### src/design/thcs_pkg.sv
// Shared types and constants for the tournament Hamiltonian cycle search core.
// Used by thcs_follow_unit and tournament_hamiltonian_cycle_search_core.
`default_nettype none

package thcs_pkg;

  localparam int MAX_NODES_DEFAULT = 16;
  localparam int NODE_CAP          = 16;
  localparam int NODE_W            = 4;
  localparam int OUTCOME_W         = 2;
  localparam int COUNT_W           = 5;
  localparam logic [COUNT_W-1:0] NODE_COUNT_RESET = 5'd16;

  localparam logic [OUTCOME_W-1:0] OUT_WIN  = 2'd1;
  localparam logic [OUTCOME_W-1:0] OUT_LOSS = 2'd2;

  localparam logic MODE_LOAD   = 1'b0;
  localparam logic MODE_SEARCH = 1'b1;

  typedef struct packed {
    logic                 en;
    logic [NODE_W-1:0]    row;
    logic [NODE_W-1:0]    col;
    logic [OUTCOME_W-1:0] outcome;
  } table_write_t;

  typedef enum logic [3:0] {
    S_IDLE,
    S_START,
    S_TRY,
    S_TRY_EV,
    S_CLOSE,
    S_CLOSE_EV,
    S_REACH,
    S_REACH_EV,
    S_RET,
    S_EMIT,
    S_EMIT_NF
  } search_state_t;

endpackage

`default_nettype wire

### src/design/thcs_follow_unit.sv
// Match table memory and the shared "may b follow a" evaluator.
// Depends on thcs_pkg; the read data is registered, so a query is answered in the cycle after it is made.
`default_nettype none

module thcs_follow_unit #(
  parameter int MAX_NODES = thcs_pkg::MAX_NODES_DEFAULT,
  parameter int IW        = 4
) (
  input  wire                 clk,
  input  wire thcs_pkg::table_write_t wr,
  input  wire [IW-1:0]        qa,
  input  wire [IW-1:0]        qb,
  output logic                follow
);
  import thcs_pkg::*;

  localparam int LIM       = (MAX_NODES < NODE_CAP) ? MAX_NODES : NODE_CAP;
  localparam int TBL_DEPTH = 1 << (2 * IW);

  logic [OUTCOME_W-1:0] tbl [TBL_DEPTH];
  logic [OUTCOME_W-1:0] rd_fwd;
  logic [OUTCOME_W-1:0] rd_rev;
  logic                 wr_ok;

  assign wr_ok = wr.en && (32'(wr.row) < LIM) && (32'(wr.col) < LIM);

  always_ff @(posedge clk) begin
    if (wr_ok) begin
      tbl[{wr.row[IW-1:0], wr.col[IW-1:0]}] <= wr.outcome;
    end
  end

  always_ff @(posedge clk) begin
    rd_fwd <= tbl[{qa, qb}];
    rd_rev <= tbl[{qb, qa}];
  end

  assign follow = (rd_fwd == OUT_WIN) || (rd_rev == OUT_LOSS);

endmodule

`default_nettype wire

### src/design/tournament_hamiltonian_cycle_search_core.sv
// Top level of the tournament Hamiltonian cycle search: sequencer, path stack and output register.
// Depends on thcs_pkg and thcs_follow_unit.
//
// Channel   Dir  Handshake            Contents
// s_*       in   s_tvalid/s_tready    tuser = mode; tdata = row_node, col_node, outcome
// m_*       out  m_tvalid/m_tready    tdata = node_index, found; tlast = last
// cfg_*     in   cfg_wen              cfg_wdata = node_count
//
// Load requests stream back to back. A search tries each start node in turn and grows a path
// depth first: it scans the candidate successors, checks whether the path closes back to the
// start once it holds every node, scans for an unvisited node that can still reach the start,
// and backtracks when no candidate remains or no such node exists.
// The input is not ready during a search or its result run; results leave one per cycle
// unless m_tready is low. Reset is synchronous; the match table must be loaded first.
`default_nettype none

module tournament_hamiltonian_cycle_search_core #(
  parameter int MAX_NODES = thcs_pkg::MAX_NODES_DEFAULT
) (
  input  wire        clk,
  input  wire        rst,
  input  wire        s_tvalid,
  output logic       s_tready,
  input  wire [15:0] s_tdata,   // [3:0] row_node, [7:4] col_node, [9:8] outcome, rest zero
  input  wire        s_tuser,   // [0] mode
  output logic       m_tvalid,
  input  wire        m_tready,
  output logic [7:0] m_tdata,   // [3:0] node_index, [4] found, rest zero
  output logic       m_tlast,
  input  wire        cfg_wen,
  input  wire [4:0]  cfg_wdata
);
  import thcs_pkg::*;

  localparam int LIM = (MAX_NODES < NODE_CAP) ? MAX_NODES : NODE_CAP;
  localparam int IW  = $clog2(LIM);
  localparam int DW  = $clog2(LIM + 1);

  search_state_t state, state_next;

  logic [COUNT_W-1:0] node_count;
  logic [DW-1:0]      n_eff;

  logic [IW-1:0] path_stack [LIM];
  logic [LIM-1:0] visited, visited_next;
  logic [DW-1:0]  depth, depth_next;
  logic [IW-1:0]  prev, prev_next;
  logic [IW-1:0]  start, start_next;
  logic [DW-1:0]  s_cnt, s_cnt_next;
  logic [DW-1:0]  i_cnt, i_cnt_next;
  logic [DW-1:0]  j_cnt, j_cnt_next;
  logic [DW-1:0]  k_cnt, k_cnt_next;

  logic          stack_we;
  logic [IW-1:0] stack_wa;
  logic [IW-1:0] stack_wd;
  logic [DW-1:0] depth_m2;
  logic [IW-1:0] stack_ra;
  logic [IW-1:0] stack_rd;

  logic [IW-1:0] qa, qb;
  logic          follow;
  table_write_t  tw;

  logic          out_load;
  logic [IW-1:0] out_node_d;
  logic          out_found_d;
  logic          out_last_d;
  logic [IW-1:0] out_node;
  logic          out_found;

  assign n_eff = (node_count > COUNT_W'(LIM)) ? DW'(LIM) : node_count[DW-1:0];

  assign s_tready = (state == S_IDLE);

  assign tw.en      = s_tvalid && s_tready && (s_tuser == MODE_LOAD);
  assign tw.row     = s_tdata[3:0];
  assign tw.col     = s_tdata[7:4];
  assign tw.outcome = s_tdata[9:8];

  thcs_follow_unit #(
    .MAX_NODES(MAX_NODES),
    .IW       (IW)
  ) u_follow (
    .clk   (clk),
    .wr    (tw),
    .qa    (qa),
    .qb    (qb),
    .follow(follow)
  );

  assign depth_m2 = depth - DW'(2);
  assign stack_ra = (state == S_EMIT) ? k_cnt[IW-1:0] : depth_m2[IW-1:0];
  assign stack_rd = path_stack[stack_ra];

  always_ff @(posedge clk) begin
    if (stack_we) begin
      path_stack[stack_wa] <= stack_wd;
    end
  end

  always_ff @(posedge clk) begin
    if (rst) begin
      node_count <= NODE_COUNT_RESET;
    end else if (cfg_wen) begin
      node_count <= cfg_wdata;
    end
  end

  always_ff @(posedge clk) begin
    if (rst) begin
      state    <= S_IDLE;
      visited  <= '0;
      depth    <= '0;
      m_tvalid <= 1'b0;
    end else begin
      state   <= state_next;
      visited <= visited_next;
      depth   <= depth_next;
      if (out_load) begin
        m_tvalid <= 1'b1;
      end else if (m_tready) begin
        m_tvalid <= 1'b0;
      end
    end
  end

  always_ff @(posedge clk) begin
    prev  <= prev_next;
    start <= start_next;
    s_cnt <= s_cnt_next;
    i_cnt <= i_cnt_next;
    j_cnt <= j_cnt_next;
    k_cnt <= k_cnt_next;
    if (out_load) begin
      out_node  <= out_node_d;
      out_found <= out_found_d;
      m_tlast   <= out_last_d;
    end
  end

  assign m_tdata = {3'b000, out_found, NODE_W'(out_node)};

  always_comb begin
    state_next   = state;
    visited_next = visited;
    depth_next   = depth;
    prev_next    = prev;
    start_next   = start;
    s_cnt_next   = s_cnt;
    i_cnt_next   = i_cnt;
    j_cnt_next   = j_cnt;
    k_cnt_next   = k_cnt;
    stack_we     = 1'b0;
    stack_wa     = depth[IW-1:0];
    stack_wd     = i_cnt[IW-1:0];
    qa           = prev;
    qb           = i_cnt[IW-1:0];
    out_load     = 1'b0;
    out_node_d   = stack_rd;
    out_found_d  = 1'b1;
    out_last_d   = 1'b0;

    unique case (state)
      S_IDLE: begin
        if (s_tvalid && (s_tuser == MODE_SEARCH)) begin
          visited_next = '0;
          depth_next   = '0;
          s_cnt_next   = '0;
          state_next   = S_START;
        end
      end
      S_START: begin
        if (s_cnt == n_eff) begin
          state_next = S_EMIT_NF;
        end else begin
          stack_we     = 1'b1;
          stack_wa     = '0;
          stack_wd     = s_cnt[IW-1:0];
          visited_next = LIM'(1) << s_cnt[IW-1:0];
          depth_next   = DW'(1);
          prev_next    = s_cnt[IW-1:0];
          start_next   = s_cnt[IW-1:0];
          i_cnt_next   = '0;
          state_next   = S_TRY;
        end
      end
      S_TRY: begin
        if (i_cnt == n_eff) begin
          state_next = S_RET;
        end else if (visited[i_cnt[IW-1:0]]) begin
          state_next = S_CLOSE;
        end else begin
          state_next = S_TRY_EV;
        end
      end
      S_TRY_EV: begin
        if (follow) begin
          stack_we     = 1'b1;
          visited_next = visited | (LIM'(1) << i_cnt[IW-1:0]);
          depth_next   = depth + DW'(1);
          prev_next    = i_cnt[IW-1:0];
          i_cnt_next   = '0;
          state_next   = S_TRY;
        end else begin
          state_next = S_CLOSE;
        end
      end
      S_CLOSE: begin
        qb         = start;
        state_next = S_CLOSE_EV;
      end
      S_CLOSE_EV: begin
        if ((depth == n_eff) && follow) begin
          k_cnt_next = '0;
          state_next = S_EMIT;
        end else begin
          j_cnt_next = '0;
          state_next = S_REACH;
        end
      end
      S_REACH: begin
        qa = j_cnt[IW-1:0];
        qb = start;
        if (j_cnt == n_eff) begin
          state_next = S_RET;
        end else if (visited[j_cnt[IW-1:0]]) begin
          j_cnt_next = j_cnt + DW'(1);
        end else begin
          state_next = S_REACH_EV;
        end
      end
      S_REACH_EV: begin
        if (follow) begin
          i_cnt_next = i_cnt + DW'(1);
          state_next = S_TRY;
        end else begin
          j_cnt_next = j_cnt + DW'(1);
          state_next = S_REACH;
        end
      end
      S_RET: begin
        visited_next = visited & ~(LIM'(1) << prev);
        depth_next   = depth - DW'(1);
        if (depth == DW'(1)) begin
          s_cnt_next = s_cnt + DW'(1);
          state_next = S_START;
        end else begin
          i_cnt_next = DW'(prev);
          prev_next  = stack_rd;
          state_next = S_CLOSE;
        end
      end
      S_EMIT: begin
        if (!m_tvalid || m_tready) begin
          out_load    = 1'b1;
          out_last_d  = (k_cnt == n_eff - DW'(1));
          k_cnt_next  = k_cnt + DW'(1);
          if (k_cnt == n_eff - DW'(1)) begin
            state_next = S_IDLE;
          end
        end
      end
      S_EMIT_NF: begin
        if (!m_tvalid || m_tready) begin
          out_load    = 1'b1;
          out_node_d  = '0;
          out_found_d = 1'b0;
          out_last_d  = 1'b1;
          state_next  = S_IDLE;
        end
      end
      default: begin
        state_next = S_IDLE;
      end
    endcase
  end

  a_depth_in_range: assert property (@(posedge clk) disable iff (rst)
    (state != S_IDLE) |-> (depth <= n_eff))
    else $error("path depth exceeds the node count");

  a_visited_matches_depth: assert property (@(posedge clk) disable iff (rst)
    $countones(visited) == 32'(depth))
    else $error("visited set does not match the path depth");

  a_output_from_emit: assert property (@(posedge clk) disable iff (rst)
    $rose(m_tvalid) |-> ($past(state) == S_EMIT || $past(state) == S_EMIT_NF))
    else $error("result issued outside an emit state");

  a_no_accept_while_busy: assert property (@(posedge clk) disable iff (rst)
    (state == S_TRY || state == S_REACH || state == S_RET) |-> !s_tready)
    else $error("input ready during a search");

endmodule

`default_nettype wire

### config.mk
export PLATFORM = sky130hd
export DESIGN_NAME = tournament_hamiltonian_cycle_search_core
export DESIGN_NICKNAME = d
export VERILOG_FILES = /design/src/design/thcs_pkg.sv /design/src/design/thcs_follow_unit.sv /design/src/design/tournament_hamiltonian_cycle_search_core.sv
export SDC_FILE = /design/constraint.sdc
export NUM_CORES = 1
export LEC_CHECK = 0
export BUFFER_PORTS_ARGS = -buffer_cell sky130_fd_sc_hd__buf_2
export CELL_PAD_IN_SITES_DETAIL_PLACEMENT = 0
export CELL_PAD_IN_SITES_GLOBAL_PLACEMENT = 1
export CORE_AREA = 2 2 349 247
export CTS_CLUSTER_DIAMETER = 100
export DETAILED_ROUTE_END_ITERATION = 6
export DIE_AREA = 0 0 351 249
export GPL_TIMING_DRIVEN = 1
export PLACE_DENSITY = 0.64
export SLEW_MARGIN = 25
export SYNTH_ARGS = -nofsm -noshare
export SYNTH_HDL_FRONTEND = slang
export SYNTH_SLANG_ARGS = --single-unit
### constraint.sdc
create_clock -name clk -period 4.65 [get_ports clk]
set_input_delay 0.2325 -clock clk [delete_from_list [all_inputs] [get_ports clk]]
set_output_delay 0.2325 -clock clk [all_outputs]
set_load 0.01 [all_outputs]
==> impl_metrics.toml <==
[finish]
post-route-util_pct = 44.5
areaGrowthSynthToFinish_pct = 12.0
fin_nets = 3054
drive_above_1_share_pct = 11.6
diodes = 0

[detailed_routing]
firstDrtPassIters = 7
avgRoutedWirePerCell_um = 27.2
ant_nets = 0
wl_mm = 114
vias_per_cell = 6.18
drc = 4
drtIter0Drc = 3668
vias = 25952

[timing]
fin_setup_tns_ns = 0
max_freq_mhz = 228
hold_slack_ns = 0.124
period_share_pct = 94.4
fin_skew_ns = 0.0276
hold_viol_final = 0
setup_viol = 0
min_period_ns = 4.39
slew_viol_final = 0
relSlewSlack_pct = 30.0
tightest_slew_ns = 1.05
rsz0062_at_grt = "no"

[worst_hold_path]
hold_path_class = "input pin to flop"
whs_path_depth = 1

[run]
drv_cap = 0

[logic_synthesis]
yosysTopAreaCell = "edfxtp_1"
async_flop_share_pct = 0
ys.flop_type = "edfxtp_1"
synth_edf_count = 610
ys_seq_area_share_pct = 57.1
synth.distinct_cells = 77
netlist_instances = 3022
synthTopCellsByArea = "edfxtp_1 55%, nand2_1 6.9%, mux2i_1 4.7%"
ys_ff_latch = 645
postSynthAreaPerCell_um2 = 11.0
mappedNetlistArea_um2 = 33300
synth_top_area_share_pct = 55.0
yosys_warnings = 0

[worst_setup_path]
cpMaxStageDelayCell = "dfxtp_1"
crit_chain = "and4bb_1 -> buf_4 -> mux2_4 -> nand2_2 -> buf_4 -> o22ai_1 -> o22ai_1 -> a211oi_1 -> buf_4 -> o211ai_1 -> a2111oi_1 -> buf_4 -> a41o_1"
endpoint_kind = "flop"
cp_slowest_stage_delay_ns = 0.60
worst_path_most_repeated_cell = "buf_4"
arrival_ns = 4.96
path_delay_family = "compound AO/OA/AOI/OAI gates"
critPathBufInv = 4
crit_type = "flop to flop"
cp_max_fo = 18
reg2reg_depth = 13
required_ns = 5.22
cp-start-kind = "flop"
worst-path-stages = 13

[global_route]
grt_use_total_pct = 25.9
antenna_found_initial = 1
grt_pass1_wl_mm = 167
grt_max_degree = 130
first_global_vias = 24718
overflow = 0

[cts]
root_buffer = "clkbuf_16"
cts_buffers = 69
postCtsSetupRepairBufs = 0
cts.sinks = 645
cts.htree.levels = 3
clk_latency_ns = 0.64
clkSlewWorstSetupHoldPaths_ns = 0.06
cts_tree = "built"
cts_buffer_depth = 3

[pwr]
leakage_nw = 12.6
peakVddDrop_v = 0.000268
powerDensity_nw_per_um2 = 514

[floorplanning]
num_rows = 89
core_um2 = 83900
die_h_um = 249
pin_count = 38
initial_core_util_pct = 39.8
die_area_um2 = 87400
die_w_um = 351

[outcome]
violations = "design-rule violations"
status = "finished with violations"

[placed_design]
finalWeightedCongestion = 0.905
port_buffers = 28
dpl.hpwl_mm = 73.9
## cell usage after synthesis (21+ instances only)
master	count
o21ai_0	78
and2_1	21
ha_1	21
nor3_1	22
a221oi_1	40
a31oi_1	53
nor2_1	359
buf_2	69
a211oi_1	58
o211ai_1	21
a311oi_1	33
o22ai_1	36
mux2i_1	157
edfxtp_1	610
nand3_1	159
dfxtp_1	35
clkbuf_1	127
and3_1	55
mux4_2	69
a21oi_1	89
nand2_1	616
## cells in the final DEF, fill, tap and decap left out, drive strengths merged, types with 8 or more instances in the layout
master / instances
o21ai: 81
a22oi: 18
mux4: 72
nor4: 9
nand4: 12
o211ai: 21
clkbuf: 84
nand2: 618
clkinv: 23
a311oi: 33
mux2: 12
xnor2: 12
inv: 19
a2111oi: 9
bufinv: 12
a21oi: 89
o22ai: 36
buf: 141
a211oi: 59
nand3: 159
xor2: 20
nor3: 22
o221ai: 9
nand2b: 8
and3: 55
a221oi: 40
dfxtp: 35
a32oi: 9
mux2i: 159
nor2b: 20
and2: 21
a221o: 9
ha: 21
nor2: 360
edfxtp: 610
a31oi: 53
dlygate4sd3: 11
## final cells by class
| class | count | area (um2) |
|---|---|---|
| clock inverters | 43 | 542 |
| repair buffers | 152 | 1250 |
| multi-input cells | 2123 | 13200 |
| well taps | 1137 | 1420 |
| fillers | 7689 | 46500 |
| clock buffers | 84 | 1850 |
| inverters | 15 | 56.3 |
| flip-flops and latches | 645 | 19000 |
## path summary, 6_finish.rpt
check                                  from              endpoint  slack, ns
worst max register to register     state[2]    u_follow.rd_rev[0]       0.26
worst max-delay path               state[2]    u_follow.rd_rev[0]       0.26
worst min-delay path             s_tdata[8]  u_follow.tbl[242][0]       0.12
worst min register to register  visited[14]           visited[14]       0.50
## repair_timing
item | CTS | global route
hold buffers | 11 | 0
endpoints found under the hold margin | 6 | 0
resized for setup | 0 | 1
setup endpoints to repair | 0 | 1
## cell families after synthesis
group	synth area share, %
DFF	57.1
adders and majority gates	0.788
xor gates and xnor gates	0.841
other	0.0113
buffers and inverters	3.79
muxes	10.2
and+or+nand+nor	16.7
AOI/OAI and AO/OA	10.6
## state kept, by name, indices dropped and copies added, names as in the netlist
signal / cells
node_count: 5
depth: 5
u_follow.rd_rev: 2
out_found: 1
start: 4
k_cnt: 5
m_tlast: 1
s_cnt: 5
out_node: 4
visited: 16
u_follow.tbl: 512
i_cnt: 5
j_cnt: 5
m_tvalid: 1
path_stack: 64
state: 4
prev: 4
u_follow.rd_fwd: 2
## where the power goes
part | internal [mW] | switching (mW) | total (mW)
clock network | 3.51 | 2.41 | 5.93
registers | 6.57 | 0.191 | 6.76
logic | 2.12 | 4.36 | 6.49
total | 12.2 | 6.97 | 19.2
## worst register-to-register path, cell delays in order (launching register included)
cell and delay (ns):
dfxtp_1 0.60, and4bb_1 0.47, buf_4 0.25, mux2_4 0.47, nand2_2 0.21, buf_4 0.29, o22ai_1 0.23, o22ai_1 0.11
a211oi_1 0.53, buf_4 0.21, o211ai_1 0.17, a2111oi_1 0.49, buf_4 0.21, a41o_1 0.10
## routing by layer
layer,up-vias,GRT usage [%],routed length (um)
met4,0,5.92,2440
met3,169,5.56,12100
met1,13111,41.2,53400
met5,-,0,0
li1,11236,-,-
met2,1436,35.4,46400
## metrics by stage
stage	setup WS (ns)	total power, mW	instances	instance area, um2
floorplan	1.90	10.8	3024	33300
global placement	0.277	13.2	4061	34800
detailed placement	0.318	13.2	4061	34800
CTS	0.263	19.1	4199	37300
global route	0.156	19.9	4199	37300
finish	0.258	19.2	4199	37300
(Power assumes the default switching activity.)
